## config.mk

```make
export PLATFORM = sky130hd
export DESIGN_NAME = czn_ctrl
export DESIGN_NICKNAME = d
export VERILOG_FILES = /design/src/hw/rtl/czn_pkg.sv /design/src/hw/rtl/czn_ctrl.sv
export SDC_FILE = /design/constraint.sdc
export NUM_CORES = 1
export LEC_CHECK = 0
export BUFFER_PORTS_ARGS = -buffer_cell sky130_fd_sc_hd__buf_2
export CAP_MARGIN = 20
export CORE_MARGIN = 3
export CORE_UTILIZATION = 45
export DETAILED_ROUTE_END_ITERATION = 10
export PLACE_DENSITY = 0.71
export SLEW_MARGIN = 20
export SYNTH_ARGS = -nofsm -noshare
export SYNTH_HDL_FRONTEND = slang
export SYNTH_SLANG_ARGS = --single-unit
```

## constraint.sdc

```tcl
create_clock -name clk -period 3.1 [get_ports clk]
set_clock_uncertainty 0.2 [all_clocks]
set_input_delay 0.62 -clock clk [delete_from_list [all_inputs] [get_ports clk]]
set_output_delay 0.62 -clock clk [all_outputs]
set_load 0.02 [all_outputs]
```

## src/hw/rtl/czn_pkg.sv

```systemverilog
package czn_pkg;

  // default sizes of the sample store
  localparam int MAX_ROWS_DEF = 1024;
  localparam int MAX_COLS_DEF = 128;

  // configuration port
  localparam int  CFG_PADDR_W     = 3;
  localparam logic CFG_IDX_COLUMNS = 1'b0;
  localparam logic [7:0] COLUMNS_RST = 8'd1;

  typedef enum logic [1:0] {
    OP_LOAD    = 2'd0,
    OP_COMPUTE = 2'd1,
    OP_READ    = 2'd2,
    OP_CLEAR   = 2'd3
  } op_t;

  typedef enum logic [2:0] {
    ST_OK        = 3'd0,
    ST_ZERO_DEV  = 3'd1,
    ST_FULL      = 3'd2,
    ST_BAD_INDEX = 3'd3,
    ST_NO_STATS  = 3'd4
  } status_t;

  typedef struct packed {
    op_t                op;
    logic signed [31:0] sample;
    logic [9:0]         row_index;
    logic [6:0]         col_index;
  } in_item_t;

  typedef struct packed {
    logic signed [31:0] value;
    status_t            status;
  } out_item_t;

  // controller -> datapath
  typedef struct packed {
    logic take;
    logic scan;
    logic sq;
    logic acc_clr;
    logic div_mean;
    logic div_var;
    logic div_z;
    logic mean_ld;
    logic sqrt_go;
    logic col_store;
    logic fin_z;
    logic fin_dev0;
    logic fin_comp;
  } cmd_t;

  // datapath -> controller
  typedef struct packed {
    op_t  op;
    logic imm;
    logic row_last;
    logic col_last;
    logic pipe_busy;
    logic div_busy;
    logic div_done;
    logic sqrt_done;
    logic dev_zero;
    logic out_free;
  } sts_t;

endpackage

```

## src/hw/rtl/czn_ctrl.sv

```systemverilog
module czn_ctrl (
  input  logic          clk,
  input  logic          rst_n,
  input  logic          in_valid,
  output logic          in_ready,
  input  czn_pkg::sts_t sts,
  output czn_pkg::cmd_t cmd
);
  import czn_pkg::*;

  typedef enum logic [9:0] {
    S_IDLE  = 10'b00_0000_0001,
    S_RWAIT = 10'b00_0000_0010,
    S_RDIV  = 10'b00_0000_0100,
    S_P1    = 10'b00_0000_1000,
    S_P1D   = 10'b00_0001_0000,
    S_MDIV  = 10'b00_0010_0000,
    S_P2    = 10'b00_0100_0000,
    S_P2D   = 10'b00_1000_0000,
    S_VDIV  = 10'b01_0000_0000,
    S_SQRT  = 10'b10_0000_0000
  } state_t;

  state_t state_r, state_nxt;

  always_comb begin
    cmd       = '0;
    state_nxt = state_r;
    in_ready  = (state_r == S_IDLE) && sts.out_free;
    cmd.sq    = (state_r == S_P2) || (state_r == S_P2D);
    case (state_r)
      S_IDLE: begin
        if (in_valid && in_ready) begin
          cmd.take = 1'b1;
          if (!sts.imm) begin
            if (sts.op == OP_COMPUTE) begin
              cmd.acc_clr = 1'b1;
              state_nxt   = S_P1;
            end else if (sts.op == OP_READ) begin
              state_nxt = S_RWAIT;
            end
          end
        end
      end
      // element and column stats arrive from memory
      S_RWAIT: begin
        if (sts.dev_zero) begin
          cmd.fin_dev0 = 1'b1;
          state_nxt    = S_IDLE;
        end else begin
          cmd.div_z = 1'b1;
          state_nxt = S_RDIV;
        end
      end
      S_RDIV: begin
        if (sts.div_done) begin
          cmd.fin_z = 1'b1;
          state_nxt = S_IDLE;
        end
      end
      // pass one: column sum
      S_P1: begin
        cmd.scan = 1'b1;
        if (sts.row_last) begin
          state_nxt = S_P1D;
        end
      end
      S_P1D: begin
        if (!sts.pipe_busy) begin
          cmd.div_mean = 1'b1;
          state_nxt    = S_MDIV;
        end
      end
      S_MDIV: begin
        if (sts.div_done) begin
          cmd.mean_ld = 1'b1;
          cmd.acc_clr = 1'b1;
          state_nxt   = S_P2;
        end
      end
      // pass two: sum of squared differences
      S_P2: begin
        cmd.scan = 1'b1;
        if (sts.row_last) begin
          state_nxt = S_P2D;
        end
      end
      S_P2D: begin
        if (!sts.pipe_busy) begin
          cmd.div_var = 1'b1;
          state_nxt   = S_VDIV;
        end
      end
      S_VDIV: begin
        if (sts.div_done) begin
          cmd.sqrt_go = 1'b1;
          state_nxt   = S_SQRT;
        end
      end
      S_SQRT: begin
        if (sts.sqrt_done) begin
          cmd.col_store = 1'b1;
          cmd.acc_clr   = 1'b1;
          if (sts.col_last) begin
            cmd.fin_comp = 1'b1;
            state_nxt    = S_IDLE;
          end else begin
            state_nxt = S_P1;
          end
        end
      end
      default: state_nxt = S_IDLE;
    endcase
  end

  always_ff @(posedge clk) begin
    if (!rst_n) begin
      state_r <= S_IDLE;
    end else begin
      state_r <= state_nxt;
    end
  end
endmodule

```

==> results of run 1 <==
## stage by stage
stage | total power, mW | setup slack (ns) | util [%]
after floorplan | 0.460 | 0.409 | -
after global placement | 0.476 | 0.399 | 56.2
after detailed placement | 0.479 | 0.364 | 56.2
after CTS | 0.573 | 0.0686 | 57.4
after global routing | 0.627 | 0.0485 | 58.5
final | 0.588 | 0.168 | 58.5
## layout make-up
class                      count  share of cell area, %
multi-input combinational     96                   60.5
timing repair buffer          30                   14.7
sequential                    10                   18.4
clock buffer                   3                   2.07
inverter                       4                   1.38
tap                           25                   2.88
## worst max-delay path: cells and delay by family (launching register included)
kind,cells,cell delay (ns)
AND/OR/NAND/NOR,4,1.37
flip-flops,1,0.33
buffers and inverters,1,0.15
## routing by layer
layer  global-route usage, %  vias up  share of wire, %
met1                    25.8      458                43
met3                    5.16        7               7.7
met4                    5.24        0               1.3
li1                        -      486                 -
met5                       0        -                 0
met2                    31.0       44                48
## final timing paths
check                    end  cells past startpoint       start
setup / recovery      cmd[9]                      5  state_r[4]
hold / removal    state_r[7]                      2  state_r[7]
setup reg to reg  state_r[0]                      6  state_r[7]
hold reg to reg   state_r[7]                      2  state_r[7]
## kinds of logic (layout without fill, tap and decap cells)
family | Yosys count | after routing | synth area share (%)
buf+inv | 16 | 37 | 11.9
simple gates | 70 | 70 | 46.5
xor+xnor | 6 | 6 | 5.53
compound gates | 18 | 18 | 12.9
flops | 10 | 10 | 21.1
mux | 2 | 2 | 2.11
## where the power goes
group | internal (mW) | switching, mW | total, mW
Combinational | 0.143 | 0.175 | 0.317
Sequential | 0.142 | 0.0353 | 0.177
Clock | 0.0450 | 0.0486 | 0.0936
Total | 0.330 | 0.258 | 0.588
## layout by cell type, fill, tap and decap left out, types with 2 or more instances in the layout
| cell type | n |
|---|---|
| sky130_fd_sc_hd__or2b_1 | 3 |
| sky130_fd_sc_hd__o21ai_0 | 2 |
| sky130_fd_sc_hd__nor4b_1 | 3 |
| sky130_fd_sc_hd__a21oi_1 | 5 |
| sky130_fd_sc_hd__buf_2 | 26 |
| sky130_fd_sc_hd__buf_4 | 4 |
| sky130_fd_sc_hd__xnor2_1 | 2 |
| sky130_fd_sc_hd__or2_2 | 3 |
| sky130_fd_sc_hd__or3_1 | 3 |
| sky130_fd_sc_hd__nor2b_1 | 7 |
| sky130_fd_sc_hd__xor2_1 | 4 |
| sky130_fd_sc_hd__dfxtp_1 | 10 |
| sky130_fd_sc_hd__nor2_1 | 8 |
| sky130_fd_sc_hd__nand4b_1 | 2 |
| sky130_fd_sc_hd__nand2_1 | 8 |
| sky130_fd_sc_hd__nor2_2 | 2 |
| sky130_fd_sc_hd__nor3_1 | 6 |
| sky130_fd_sc_hd__nor4_1 | 3 |
| sky130_fd_sc_hd__nor4_2 | 2 |
| sky130_fd_sc_hd__a21boi_1 | 2 |
| sky130_fd_sc_hd__and2_1 | 2 |
| sky130_fd_sc_hd__nand2b_1 | 3 |
| sky130_fd_sc_hd__mux2i_1 | 2 |
| sky130_fd_sc_hd__and3_1 | 2 |
| sky130_fd_sc_hd__clkbuf_4 | 3 |
| sky130_fd_sc_hd__inv_1 | 4 |
| sky130_fd_sc_hd__or4_4 | 3 |
==> reports/results.ini, run 1 <==
[final_layout]
stdcell_count = 168
largest_register_by_flop_count = state_r
drive_above_1_share_pct = 32.9
nets = 159
multi_input_area_um2 = 657
final_design_area_no_fill_um2 = 1090
antennaDiodeCount = 0
layout_top_registers = state_r x10
largest_reg_flops = 10
nFillCells = 179
regArea_um2 = 200
synthToLayoutAreaGrowth_pct = 14.4

[clock_network]
cts.htree.levels = 1
post-cts-setup-buffer-count = 0
cts_num_sinks = 10
clock_tree.buffer_depth = 2
clock-root-buffer = sky130_fd_sc_hd__clkbuf_4
clkSlewWorstSetupHoldPaths_ns = 0.06
cts-buffers-inserted = 3
resized_after_cts = 0
clock_latency_at_the_later_pin_of_the_worst_skew_pair_ns = 0.27
cts_tree = built
cts_hold_buf = 0

[worst_setup_path]
regToRegSetupSlack_ns = 0.75
cp_data_required_time_ns = 2.28
worstPathCellList = or4_4, or3b_4, nor4_2, or3_1, buf_2
delay_of_the_slowest_cell_on_the_worst_path_ns = 0.58
worst_ep_arrival_time_ns = 2.11
critPathMaxFanout = 6
endpoint_kind = output pin
critical_path_class = reg -> out
critPathSlowestCell = sky130_fd_sc_hd__or4_4
worst_setup_path_start_kind = flip-flop

[global_routing]
grt_use_total_pct = 19.5
largest_net_degree_at_the_start_of_global_routing = 13
grt_pass1_vias = 877
grt_overflow = 0
initial_antenna_violation_count = 0
grt_first_pass_wirelength_um = 3950

[synth]
synth_seq_cells = 10
synth_fp_nets = 136
ys_async_sr_fraction_pct = 0
synthCells = 122
synth.cell_area_um2 = 950
yosys_warns = 0
synth_flop_cell = sky130_fd_sc_hd__dfxtp_1
synth.cells.most_frequent = sky130_fd_sc_hd__dfxtp_1 (10), sky130_fd_sc_hd__nor2_1 (10), sky130_fd_sc_hd__nand2_1 (8), sky130_fd_sc_hd__nor2b_1 (7)
synth-edff-count = 0
sequential_to_total_area_share_from_yosys_stat_pct = 21.1
synth.area.top_cells = sky130_fd_sc_hd__dfxtp_1 (21%), sky130_fd_sc_hd__buf_6 (7.1%), sky130_fd_sc_hd__nor2b_1 (4.6%)
share_of_yosys_cell_area_claimed_by_the_top_area_cell_type_pct = 21.1
unique_masters_post_synth = 45
cell_type_with_the_highest_aggregate_area_in_the_netlist = sky130_fd_sc_hd__dfxtp_1
syn_area_per_cell_um2 = 7.78

[power_and_ir_drop]
power.ir.vdd_worst_v = 0.000393
leakagePower_nw = 0.490
pwr_density_cell_nw_per_um2 = 542

[detailed_routing]
detailedRoute.firstIterationViolations = 33
routed_wire_length_um = 2440
count_of_unresolved_drc_violations_after_routing = 0
vias_per_cell = 5.92
post_drt_wl_per_cell_um = 14.5
route.vias.total = 995
postRouteAntennaNets = 0
drt_pass1_iterations = 4

[floorplanning]
floorplan.initialDensity_pct = 51.1
fp-row-count = 15
fp.dieW_um = 51.9
chipHeight_um = 51.9
io_pins = 28
core-area_um2 = 1860
die_area_um2 = 2700

[sta]
fin_setup_tns_ns = 0
final.min_clock_period_ns = 2.93
hold_violations = 0
tightestPinTransition_ns = 0.427
fmax_mhz = 341
setup_violations = 0
post-route-period-util_pct = 94.6
grt_setup_unrepaired = false
final-max-slew-violation-count = 0
hold-worst-slack_ns = 0.433
slew_headroom_pct = 71.5

[placed_design]
routabilityCongestion = 0.878
dpl_cell_area_um2 = 1040
dpl.cell_count = 165
placement.io_buffers = 26
dpl.hpwl_um = 1860

[job]
max_cap_viol_count = 0

[hold_path]
timing.hold.worst.class = reg -> reg

[status]
outcome = finished clean

(Power assumes the default switching activity.)
==> run 2: changes to the inputs <==
==> constraint.sdc (replaced) <==
create_clock -name clk -period 2.75 [get_ports clk]
set_clock_uncertainty 0.2 [all_clocks]
set_input_delay 0.55 -clock clk [delete_from_list [all_inputs] [get_ports clk]]
set_output_delay 0.55 -clock clk [all_outputs]
set_load 0.02 [all_outputs]
==> reports/results.ini, run 2 (same netlist as run 1, synthesis figures left out) <==
[sta]
final.min_clock_period_ns = 2.82
hold_violations = 0  ; unchanged
fmax_mhz = 355
post-route-period-util_pct = 102
tightestPinTransition_ns = 0.396  ; was 0.427 ns
final-max-slew-violation-count = 0  ; unchanged
grt_setup_unrepaired = true  ; was false
setup_ws_ns = -0.0658  ; was 0.168 ns
slew_headroom_pct = 73.2  ; was 71.5%
setup_violations = 2  ; was 0
fin_setup_tns_ns = -0.0684  ; was 0 ns

[global_routing]
grt_pass1_vias = 1006  ; was 877
grt_use_total_pct = 23.1  ; was 19.5%
largest_net_degree_at_the_start_of_global_routing = 11  ; was 13
grt_overflow = 0  ; unchanged
grt_first_pass_wirelength_um = 4640  ; was 3950 um
initial_antenna_violation_count = 0  ; unchanged

[clock_network]
cts-buffers-inserted = 3  ; unchanged
clock-root-buffer = sky130_fd_sc_hd__clkbuf_4  ; unchanged
clock_latency_at_the_later_pin_of_the_worst_skew_pair_ns = 0.28  ; was 0.27 ns
clkSlewWorstSetupHoldPaths_ns = 0.07  ; was 0.06 ns
clock_tree.buffer_depth = 2  ; unchanged
cts_hold_buf = 0  ; unchanged
cts.htree.levels = 1  ; unchanged
cts_tree = built  ; unchanged
cts_num_sinks = 10  ; unchanged

[status]
outcome = finished with violations  ; was finished clean
failed_checks = negative setup slack

[power_and_ir_drop]
pwr_density_cell_nw_per_um2 = 654  ; was 542 nW/um^2
power.ir.vdd_worst_v = 0.000484  ; was 0.000393 V
leakagePower_nw = 0.546  ; was 0.490 nW

[detailed_routing]
postRouteAntennaNets = 0  ; unchanged
count_of_unresolved_drc_violations_after_routing = 0  ; unchanged
post_drt_wl_per_cell_um = 15.1  ; was 14.5 um
detailedRoute.firstIterationViolations = 35  ; was 33
drt_pass1_iterations = 4  ; unchanged
vias_per_cell = 5.72  ; was 5.92
route.vias.total = 1019  ; was 995
routed_wire_length_um = 2680  ; was 2440 um

[floorplanning]
floorplan.initialDensity_pct = 51.1  ; unchanged
die_area_um2 = 2700  ; unchanged
fp.dieW_um = 51.9  ; unchanged
io_pins = 28  ; unchanged
core-area_um2 = 1860  ; unchanged
fp-row-count = 15  ; unchanged
chipHeight_um = 51.9  ; unchanged

[final_layout]
layout_top_registers = state_r x10  ; unchanged
largest_reg_flops = 10  ; unchanged
largest_register_by_flop_count = state_r  ; unchanged
antennaDiodeCount = 0  ; unchanged
nFillCells = 168  ; was 179
drive_above_1_share_pct = 37.3  ; was 32.9%
stdcell_count = 178  ; was 168
nets = 168  ; was 159
mostFrequentLayoutCells = sky130_fd_sc_hd__buf_2 (23), sky130_fd_sc_hd__buf_4 (15), sky130_fd_sc_hd__nor2_1 (10)  ; was sky130_fd_sc_hd__buf_2 (26), sky130_fd_sc_hd__dfxtp_1 (10), sky130_fd_sc_hd__nand2_1 (8), sky130_fd_sc_hd__nor2_1 (8), sky130_fd_sc_hd__nor2b_1 (7)
synthToLayoutAreaGrowth_pct = 25.2  ; was 14.4%
most_frequent_standard_cell_in_the_layout_excluding_fill_and_tap_cells = sky130_fd_sc_hd__buf_2  ; unchanged

[worst_setup_path]
worst_setup_path_start_kind = flip-flop  ; unchanged
regToRegSetupSlack_ns = 0.44  ; was 0.75 ns
critPathMaxFanout = 3  ; was 6
endpoint_kind = output pin  ; unchanged
cell_count_of_the_worst_reg_to_reg_path = 7  ; was 6
cp_data_required_time_ns = 2.00  ; was 2.28 ns
worst_ep_arrival_time_ns = 2.07  ; was 2.11 ns
critical_path_class = reg -> out  ; unchanged

[placed_design]
dpl.hpwl_um = 1970  ; was 1860 um
placement.io_buffers = 26  ; unchanged
dpl.cell_count = 173  ; was 165
routabilityCongestion = 0.883  ; was 0.878

[job]
max_cap_viol_count = 0  ; unchanged

[hold_path]
timing.hold.worst.class = in -> reg  ; was reg -> reg
holdPathStages = 2  ; unchanged

-- run 2: cell types whose count changed in the layout (fill, tap and decap cells not counted), sizes merged --
cell and change:
clkbuf +1, buf +9
-- run 2: final timing paths --
path	from	endpoint
worst max-delay path	state_r[9]	cmd[9]
worst min-delay path	rst_n	state_r[0]
worst max register to register	state_r[7]	state_r[9]
worst min register to register	state_r[6]	state_r[6]
-- run 2: report_power, final --
| group | internal [mW] | switching (mW) | total, mW |
|---|---|---|---|
| Combinational | 0.214 | 0.253 | 0.467 |
| Clock | 0.0807 | 0.0612 | 0.142 |
| Sequential | 0.160 | 0.00813 | 0.168 |
| Total | 0.455 | 0.322 | 0.777 |
-- run 2: layout make-up --
cell class,instances,area (um^2),area share [%]
inverter,4,15.0,1.26
sequential,10,201,16.9
timing repair buffer,39,239,20.1
clock buffer,4,36.3,3.05
multi-input combinational,96,666,56.0
tap,25,31.3,2.63
-- run 2: timing repair --
action	CTS	global route
pin swaps	2	2
buffers inserted	1	0
gates resized for setup	5	5
setup endpoints to repair	2	8
cloned	0	0
-- run 2: layer usage --
metal | vias to the layer above | track usage (%) | part of all wire (%)
li1 | 500 | - | -
met1 | 467 | 28.9 | 41
met2 | 45 | 37.0 | 48
met3 | 7 | 5.73 | 8.3
met4 | 0 | 10.5 | 2.2
met5 | - | 0 | 0
-- run 2: metrics by stage --
stage / power, mW / utilization [%] / instance area (um^2) / worst slack [ns] / hold slack [ns]
floorplan: 0.518 / - / 950 / 0.129 / 0.394
global placement: 0.596 / 59.4 / 1100 / 0.194 / 0.427
detailed placement: 0.599 / 59.4 / 1100 / 0.162 / 0.437
CTS: 0.758 / 63.0 / 1170 / -0.113 / 0.374
global route: 0.832 / 64.0 / 1190 / -0.146 / 0.377
finish: 0.777 / 64.0 / 1190 / -0.0658 / 0.373
-- run 2: worst max-delay path: stages (launching register included) --
cell	delay [ns]
sky130_fd_sc_hd__dfxtp_2	0.32
sky130_fd_sc_hd__or4_4	0.55
sky130_fd_sc_hd__or3b_4	0.41
sky130_fd_sc_hd__nor4_4	0.23
sky130_fd_sc_hd__or3_1	0.16
sky130_fd_sc_hd__buf_6	0.11
